### config.mk
export PLATFORM = sky130hd
export DESIGN_NAME = packet_deframer_xor_check_core
export DESIGN_NICKNAME = d
export VERILOG_FILES = /design/src/rtl/pdxc_pkg.sv /design/src/rtl/pdxc_frame_parser.sv /design/src/rtl/packet_deframer_xor_check_core.sv
export VERILOG_INCLUDE_DIRS = /design/src /design/src/rtl
export SDC_FILE = /design/constraint.sdc
export NUM_CORES = 1
export LEC_CHECK = 0
export BUFFER_PORTS_ARGS = -buffer_cell sky130_fd_sc_hd__buf_4
export CAP_MARGIN = 20
export CORE_MARGIN = 2
export CORE_UTILIZATION = 37
export DETAILED_ROUTE_END_ITERATION = 6
export PLACE_DENSITY = 0.52
export SLEW_MARGIN = 20
export SYNTH_ARGS = -nofsm -noshare
export SYNTH_HDL_FRONTEND = slang
export SYNTH_SLANG_ARGS = --single-unit
export TNS_END_PERCENT = 100
### constraint.sdc
create_clock -name clk -period 4.67 [get_ports clk]
set_clock_uncertainty 0.05 [all_clocks]
set_input_delay 0.934 -clock clk [delete_from_list [all_inputs] [get_ports clk]]
set_output_delay 0.934 -clock clk [all_outputs]
set_load 0.02 [all_outputs]
### src/rtl/packet_deframer_xor_check_core_macros.svh
// assertion macros shared by the deframer rtl
// no dependencies; included by the files that carry assertions
`ifndef PACKET_DEFRAMER_XOR_CHECK_CORE_MACROS_SVH
`define PACKET_DEFRAMER_XOR_CHECK_CORE_MACROS_SVH
`ifndef ASSERT_OFF
// checked on every clock edge outside reset
`define PDXC_ASSERT(lbl, clk, rst, prop, msg) \
  lbl: assert property (@(posedge clk) disable iff (rst) prop) else $error(msg);
// checked on every clock edge, reset included
`define PDXC_ASSERT_ALWAYS(lbl, clk, prop, msg) \
  lbl: assert property (@(posedge clk) prop) else $error(msg);
`else
`define PDXC_ASSERT(lbl, clk, rst, prop, msg)
`define PDXC_ASSERT_ALWAYS(lbl, clk, prop, msg)
`endif
`endif

### src/rtl/pdxc_pkg.sv
// shared constants, status codes and inter-module structs of the deframer
// no dependencies
package pdxc_pkg;

  localparam int PAYLOAD_BYTES = 128;
  localparam int HDR_BYTES     = 8;
  localparam int FRAME_BYTES   = PAYLOAD_BYTES + 12;
  localparam int CHECK_POS     = HDR_BYTES + PAYLOAD_BYTES;
  localparam int LAST_POS      = FRAME_BYTES - 1;
  localparam int POS_W         = $clog2(FRAME_BYTES);
  localparam int IDX_W         = $clog2(PAYLOAD_BYTES);

  localparam logic [31:0] RESET_MAGIC = 32'hFCFD_FEFF;

  typedef enum logic [2:0] {
    ST_INCOMPLETE = 3'd0,
    ST_OK         = 3'd1,
    ST_BAD_MAGIC  = 3'd2,
    ST_BAD_CHECK  = 3'd3,
    ST_BAD_LENGTH = 3'd4,
    ST_READ       = 3'd5
  } status_t;

  // payload store write request
  typedef struct packed {
    logic             en;
    logic [IDX_W-1:0] addr;
    logic [7:0]       data;
  } pdxc_wr_t;

  // per-push result of the parser
  typedef struct packed {
    status_t    status;
    logic [7:0] length;
    logic       good;
  } pdxc_verdict_t;

endpackage

### src/rtl/pdxc_frame_parser.sv
// frame parser: byte position, header capture, running xor and verdict
// depends on pdxc_pkg and packet_deframer_xor_check_core_macros.svh
`include "packet_deframer_xor_check_core_macros.svh"
module pdxc_frame_parser (
  input  logic                   clk,
  input  logic                   rst,
  input  logic                   push_en,
  input  logic [7:0]             rx_byte,
  input  logic [31:0]            expected_magic,
  output pdxc_pkg::pdxc_wr_t     wr,
  output pdxc_pkg::pdxc_verdict_t verdict
);
  import pdxc_pkg::*;

  logic [POS_W-1:0] byte_position, byte_position_next;
  logic [31:0]      magic_capture, magic_capture_next;
  logic [31:0]      length_capture, length_capture_next;
  logic [7:0]       running_xor, running_xor_next;
  logic [7:0]       received_check, received_check_next;
  logic             payload_good, payload_good_next;
  logic [IDX_W-1:0] pay_idx;
  logic             in_magic, in_length, in_payload, at_check, at_last;

  assign in_magic   = byte_position < POS_W'(4);
  assign in_length  = !in_magic && (byte_position < POS_W'(HDR_BYTES));
  assign in_payload = !in_magic && !in_length && (byte_position < POS_W'(CHECK_POS));
  assign at_check   = byte_position == POS_W'(CHECK_POS);
  assign at_last    = byte_position >= POS_W'(LAST_POS);
  assign pay_idx    = IDX_W'(byte_position - POS_W'(HDR_BYTES));

  always_comb begin
    byte_position_next  = byte_position;
    magic_capture_next  = magic_capture;
    length_capture_next = length_capture;
    running_xor_next    = running_xor;
    received_check_next = received_check;
    payload_good_next   = payload_good;
    wr                  = '{en: 1'b0, addr: pay_idx, data: rx_byte};
    verdict             = '{status: ST_INCOMPLETE, length: 8'd0, good: payload_good};

    if (push_en) begin
      if (in_magic) begin
        magic_capture_next[8*byte_position[1:0] +: 8] = rx_byte;
      end else if (in_length) begin
        length_capture_next[8*byte_position[1:0] +: 8] = rx_byte;
      end else if (in_payload) begin
        wr.en = 1'b1;
        if (pay_idx == '0) begin
          payload_good_next = 1'b0;
        end
        if ({{(32-IDX_W){1'b0}}, pay_idx} < length_capture) begin
          running_xor_next = running_xor ^ rx_byte;
        end
      end else if (at_check) begin
        received_check_next = rx_byte;
      end

      if (at_last) begin
        // the last byte is pad, so the captures are already final
        priority if (magic_capture != expected_magic) begin
          verdict.status = ST_BAD_MAGIC;
        end else if (length_capture > 32'(PAYLOAD_BYTES)) begin
          verdict.status = ST_BAD_LENGTH;
        end else if (running_xor != received_check) begin
          verdict.status = ST_BAD_CHECK;
        end else begin
          verdict.status    = ST_OK;
          verdict.length    = length_capture[7:0];
          payload_good_next = 1'b1;
        end
        byte_position_next  = '0;
        magic_capture_next  = '0;
        length_capture_next = '0;
        running_xor_next    = '0;
        received_check_next = '0;
      end else begin
        byte_position_next = byte_position + POS_W'(1);
      end
      verdict.good = payload_good_next;
    end
  end

  always_ff @(posedge clk) begin
    if (rst) begin
      byte_position  <= '0;
      magic_capture  <= '0;
      length_capture <= '0;
      running_xor    <= '0;
      received_check <= '0;
      payload_good   <= 1'b0;
    end else begin
      byte_position  <= byte_position_next;
      magic_capture  <= magic_capture_next;
      length_capture <= length_capture_next;
      running_xor    <= running_xor_next;
      received_check <= received_check_next;
      payload_good   <= payload_good_next;
    end
  end

  `PDXC_ASSERT(a_pos_in_frame, clk, rst, byte_position <= POS_W'(LAST_POS), "byte position past frame end")
  `PDXC_ASSERT(a_verdict_at_end, clk, rst, (verdict.status != ST_INCOMPLETE) |-> (push_en && at_last), "verdict away from frame end")
  `PDXC_ASSERT(a_wrap_clears, clk, rst, (push_en && at_last) |=> (byte_position == '0 && running_xor == '0), "frame state not cleared at end")

endmodule

### src/rtl/packet_deframer_xor_check_core.sv
// top level of the fixed-length frame deframer with magic word and xor checksum
// depends on pdxc_pkg, pdxc_frame_parser and packet_deframer_xor_check_core_macros.svh
`include "packet_deframer_xor_check_core_macros.svh"
// Takes one transaction per clock while in_stall is low: a push carries one received
// stream byte, a read asks for one stored payload byte. Every frame is PAYLOAD_BYTES+12
// bytes: a little-endian 32-bit magic, a little-endian 32-bit length, the payload, one
// xor checksum byte and three pad bytes. Each transaction gives exactly one result
// transaction. Pushes before the last frame byte report incomplete; the last byte reports
// bad magic, bad length (length above PAYLOAD_BYTES), bad checksum or ok, in that
// priority, and ok also gives the length. A read reports a read reply with the stored
// byte; read_valid tells whether the stored payload belongs to a frame that passed, and
// it is cleared by the first payload byte of the next frame. A stored byte that was never
// written reads as whatever the memory holds. Throughput is one transaction per clock
// while out_stall is low; a result is registered in stage one beside the registered read
// port of the payload memory, then in the output register. expected_magic resets to
// 0xFCFDFEFF; the user writes it only while the block is idle, which is not enforced.
module packet_deframer_xor_check_core (
  input  logic        clk,
  input  logic        rst,
  // configuration
  input  logic        cfg_wr_en,
  input  logic [31:0] cfg_wr_data,
  // request channel
  input  logic        in_valid,
  output logic        in_stall,
  input  logic        req_type,
  input  logic [7:0]  rx_byte,
  input  logic [6:0]  read_index,
  // result channel
  output logic        out_valid,
  input  logic        out_stall,
  output logic [2:0]  status,
  output logic [7:0]  data_byte,
  output logic [7:0]  payload_length,
  output logic        read_valid
);
  import pdxc_pkg::*;

  logic [31:0]     expected_magic;
  logic            in_accept;
  logic            push_en;
  pdxc_wr_t        wr;
  pdxc_verdict_t   verdict;

  // payload store, no reset: entries are only meaningful once written
  logic [7:0]       payload_store [PAYLOAD_BYTES];
  logic [7:0]       rd_data;
  logic [IDX_W-1:0] rd_addr;
  logic             rd_in_range;

  // stage one: verdict registered beside the memory read data
  logic          s1_valid;
  status_t       s1_status;
  logic [7:0]    s1_length;
  logic          s1_good;
  logic          s1_in_range;

  // output register
  logic          out_load;
  status_t       out_status;

  // stage one moves on when the output register is empty or being drained
  assign out_load  = s1_valid && (!out_valid || !out_stall);
  assign in_stall  = s1_valid && !out_load;
  assign in_accept = in_valid && !in_stall;
  assign push_en   = in_accept && !req_type;

  assign rd_addr     = IDX_W'(read_index);
  assign rd_in_range = {1'b0, read_index} < 8'(PAYLOAD_BYTES);

  // config register
  always_ff @(posedge clk) begin
    if (rst) begin
      expected_magic <= RESET_MAGIC;
    end else if (cfg_wr_en) begin
      expected_magic <= cfg_wr_data;
    end
  end

  pdxc_frame_parser u_parser (
    .clk            (clk),
    .rst            (rst),
    .push_en        (push_en),
    .rx_byte        (rx_byte),
    .expected_magic (expected_magic),
    .wr             (wr),
    .verdict        (verdict)
  );

  // one write port from the parser, one registered read port for read requests
  always_ff @(posedge clk) begin
    if (wr.en) begin
      payload_store[wr.addr] <= wr.data;
    end
  end

  always_ff @(posedge clk) begin
    if (in_accept && req_type) begin
      rd_data <= payload_store[rd_addr];
    end
  end

  // stage one
  always_ff @(posedge clk) begin
    if (rst) begin
      s1_valid <= 1'b0;
    end else if (in_accept) begin
      s1_valid <= 1'b1;
    end else if (out_load) begin
      s1_valid <= 1'b0;
    end
  end

  always_ff @(posedge clk) begin
    if (in_accept) begin
      s1_status   <= req_type ? ST_READ : verdict.status;
      s1_length   <= req_type ? 8'd0 : verdict.length;
      s1_good     <= verdict.good;
      s1_in_range <= rd_in_range;
    end
  end

  // output register
  always_ff @(posedge clk) begin
    if (rst) begin
      out_valid <= 1'b0;
    end else if (out_load) begin
      out_valid <= 1'b1;
    end else if (!out_stall) begin
      out_valid <= 1'b0;
    end
  end

  always_ff @(posedge clk) begin
    if (out_load) begin
      out_status     <= s1_status;
      data_byte      <= (s1_status == ST_READ && s1_in_range) ? rd_data : 8'd0;
      payload_length <= s1_length;
      read_valid     <= s1_good;
    end
  end

  assign status = out_status;

  `PDXC_ASSERT(a_data_only_on_read, clk, rst, (out_valid && out_status != ST_READ) |-> (data_byte == 8'd0), "data byte on a non-read result")
  `PDXC_ASSERT(a_length_only_on_ok, clk, rst, (out_valid && out_status != ST_OK) |-> (payload_length == 8'd0), "length on a non-ok result")
  `PDXC_ASSERT(a_ok_sets_good, clk, rst, (out_valid && out_status == ST_OK) |-> read_valid, "ok result without read_valid")
  `PDXC_ASSERT(a_stall_needs_s1, clk, rst, in_stall |-> (s1_valid && out_valid && out_stall), "input stalled with room in the pipe")

endmodule

==> run summary <==
============================================================================
Post-CTS setup buffers ........................................            0
Max_cap viols .................................................            0
Register bit count reported by yosys ..........................         1187
Most common library cell in the layout ignoring fill and taps . sky130_fd_sc_hd__edfxtp_1
Outcome ....................................................... finished clean
Vert. Die Dim .................................................       358 µm
Setup Crit Path Kind ..........................................   reg -> reg
Via density per instance ......................................         5.46
Clock network fraction of design power ........................        42.4%
Total routing usage reported by global routing ................        18.8%
Utilization after layout ......................................        43.0%
CTS tree ......................................................         done
Layout Nets ...................................................         2870
Net switching share of the total power ........................        21.2%
Clock-pin transition on the worst setup and hold timing paths .      0.06 ns
First DRT Iteration DRCs ......................................         2492
I/O pin cnt ...................................................           75
Worst hold path endpoint ...................................... expected_magic[7]$_SDFFE_PP1P_
Core Box Area .................................................   124000 µm²
DRC viols .....................................................            0
Worst endpoint data arrival time ..............................      4.19 ns
Total via count after detailed routing ........................        24800
Kind of path behind the tightest hold check ...................    in -> reg
Drt pass-1 iters ..............................................            6
Min-Delay Startpoint .......................................... cfg_wr_data[7]
Floorplan row count ...........................................          129
Ys async rst share ............................................           0%
Gr ovfl total .................................................            0
Via count of the first global-routing pass ....................        25200
Min Tclk post-route ...........................................      3.59 ns
Count of final hold-check violations ..........................            0
Routed WL .....................................................    120000 µm
Sort of element at the start of the critical path .............         flop
Sequential fraction of the synthesis area .....................        74.2%
Launching point of the worst reg2reg path ..................... u_parser.byte_position[0]$_SDFFE_PP0P_
First-pass GRT wire length ....................................    175000 µm
Effective utilization at floorplan ............................        37.4%
Top_reg_cell synth ............................................ sky130_fd_sc_hd__edfxtp_1
Area growth from synthesis to layout ..........................        14.9%
Critical Path End Type ........................................         flop
Number of cells upsized or downsized after cts ................            0
Drt wl/cell ...................................................      26.5 µm
Synth unique cells ............................................           57
Leading cell types in the layout, fill and taps excluded ...... 1064 x sky130_fd_sc_hd__edfxtp_1, 223 x sky130_fd_sc_hd__nor2_1, 192 x sky130_fd_sc_hd__mux4_2, 170 x sky130_fd_sc_hd__buf_4, 164 x sky130_fd_sc_hd__mux2i_1
Switching power of the nets ...................................      4.65 mW
Initial antenna violation count ...............................            3
Final count of pins violating max slew ........................            0
Maximum number of pins on one net before global-route repair ..           85
Post-synthesis average cell area ..............................     17.6 µm²
Horizontal extent of the die ..................................       358 µm
Antenna viol nets, final ......................................            0
Leakage component of the power ................................      17.2 nW
Cts hold-fix bufs .............................................            0
Ratio of total power to cell area .............................   411 nW/µm²
Synth Cell Area ...............................................    46400 µm²
Count of mapped cells out of synthesis ........................         2635
Internal cell power ...........................................      17.3 mW
Portion of total power attributed to combinational logic ......         4.5%
Root buffer cell .............................................. sky130_fd_sc_hd__clkbuf_16
FMAX ..........................................................      278 MHz
Number of H-tree levels .......................................            3
Area of the die ...............................................   128000 µm²
Critical-path maximum fanout ..................................           16
Share of the clock period used by the worst path after layout .        76.9%
Total number of clock tree sinks ..............................         1187
Flop pwr share ................................................        53.1%
Headroom to the max-slew limit ................................        25.4%
R2R Path End .................................................. u_parser.magic_capture[15]$_SDFFE_PP0P_
Setup total negative slack ....................................         0 ns
Unrepaired setup endpoints after global routing ...............        false
Setup-failing EPs final .......................................            0
Estimated wirelength of the detail-placed design ..............     74900 µm
Port buffer count .............................................           74
Maximum count of clock buffers along a single path ............            3
Depth of the worst register-to-register path ..................            7
Pin slew with the least headroom to its limit .................      1.12 ns
Number of warnings issued by yosys ............................            0
Routability congestion estimate from global placement .........        0.819
Later-pin clock latency in the skew report ....................      0.72 ns
Inserted Clock Buffers ........................................          119
Count of flip-flops with a built-in enable after synthesis ....         1064
Maximum VDD drop ..............................................       334 µV
Flop2flop setup slack .........................................      1.08 ns
WHS Path Cells ................................................            2
Fraction of layout cells with a size suffix above 1 ...........        19.4%
Mapped Nets ...................................................         2703
Worst endpoint required time ..................................      5.26 ns
============================================================================
flip-flops by register name, summed over array words and instances, names as in the netlist, 3 cells and up:
name and cells:
data_byte 8, expected_magic 32, payload_length 8, payload_store 1024, rd_data 8, s1_length 8
s1_status 3, status 3, u_parser.byte_position 8, u_parser.length_capture 32, u_parser.magic_capture 32, u_parser.received_check 8
u_parser.running_xor 8
synthesized netlist by cell type, drive strengths merged, types with 2 or more instances:
cell | instances | area (µm²)
edfxtp | 1064 | 32000
nor2 | 226 | 853
mux4 | 192 | 4320
mux2i | 164 | 1640
nand2 | 134 | 503
dfxtp | 123 | 2460
clkbuf | 86 | 323
a22oi | 81 | 622
buf | 58 | 283
a211oi | 56 | 420
o22ai | 56 | 350
nand3 | 49 | 250
xor2 | 34 | 298
o21ai | 32 | 164
nor2b | 30 | 188
a211o | 28 | 245
and2 | 27 | 169
a21oi | 25 | 125
inv | 25 | 93.8
nor4 | 25 | 156
nor3 | 24 | 174
nand2b | 19 | 119
ha | 15 | 188
xnor2 | 14 | 123
a21o | 10 | 75.1
nand4 | 9 | 56.3
nand3b | 4 | 30.0
and3 | 3 | 18.8
a21boi | 2 | 15.0
o2111ai | 2 | 17.5
or3 | 2 | 12.5
or3b | 2 | 17.5
through the flow:
stage	worst slack [ns]	cell area (µm²)	power [mW]	hold slack, ns	std cells
global route	0.675	53300	22.6	0.334	4542
finish	1.08	53300	21.9	0.370	4543
CTS	1.12	53300	22.1	0.319	4542
floorplan	1.58	46400	12.4	0.350	2635
detailed placement	0.641	49500	12.9	0.361	4318
global placement	0.834	49500	12.8	0.373	4318
logic make-up after synthesis:
family                   count (synthesis)  synth area share, %
multiplexers                           356                 12.9
XOR/XNOR                                48                0.906
adder cells (fa/ha/maj)                 15                0.405
flip-flops                            1187                 74.2
AO/OA/AOI/OAI                          302                 4.58
AND/OR/NAND/NOR                        558                 5.57
buffers and inverters                  169                 1.51
cell type report:
| class | instances | area [µm²] |
|---|---|---|
| repair buffers | 190 | 1670 |
| clock inverters | 68 | 614 |
| well taps | 1637 | 2050 |
| flip-flops and latches | 1187 | 34400 |
| multi-input cells | 1279 | 11300 |
| diodes | 1 | 2.50 |
| clock buffers | 156 | 3160 |
| inverters | 25 | 93.8 |
| fillers | 10900 | 70800 |
critical path: stages (launching register included):
cell and delay [ns]:
sky130_fd_sc_hd__dfxtp_1 0.68, sky130_fd_sc_hd__ha_1 0.32, sky130_fd_sc_hd__o21ai_0 0.15, sky130_fd_sc_hd__a21boi_1 0.79, sky130_fd_sc_hd__o21ai_1 0.54, sky130_fd_sc_hd__nor3_2 0.71, sky130_fd_sc_hd__a22oi_1 0.13, sky130_fd_sc_hd__nor2_1 0.14
how the worst max path moves through the flow:
| stage | slack [ns] | startpoint | endpoint |
|---|---|---|---|
| floorplan | 1.58 | out_stall | payload_store[109][0]$_DFFE_PP_ |
| global placement | 0.83 | out_stall | payload_store[36][1]$_DFFE_PP_ |
| detailed placement | 0.64 | out_stall | payload_store[61][0]$_DFFE_PP_ |
| CTS | 1.12 | u_parser.byte_position[0]$_SDFFE_PP0P_ | u_parser.magic_capture[12]$_SDFFE_PP0P_ |
| global route | 0.68 | u_parser.byte_position[0]$_SDFFE_PP0P_ | u_parser.magic_capture[12]$_SDFFE_PP0P_ |
| finish | 1.08 | u_parser.byte_position[0]$_SDFFE_PP0P_ | u_parser.magic_capture[15]$_SDFFE_PP0P_ |
per-layer routing:
metal	vias to the layer above	GRT usage, %	share of wire, %	routed length [µm]
met3	167	3.39	6.0	7240
met1	13100	26.4	44	52900
li1	10800	-	-	-
met5	-	0	0	0
met4	0	4.48	2.2	2650
met2	804	30.3	48	57700
power groups by stage:
stage	sequential (mW)	combinational (mW)	clock [mW]
global route	11.6	1.05	9.91
CTS	11.6	0.999	9.50
floorplan	11.9	0.515	0
global placement	11.9	0.983	0
finish	11.6	0.981	9.28
detailed placement	11.9	0.997	0
Power figures use the tool's default switching activity.
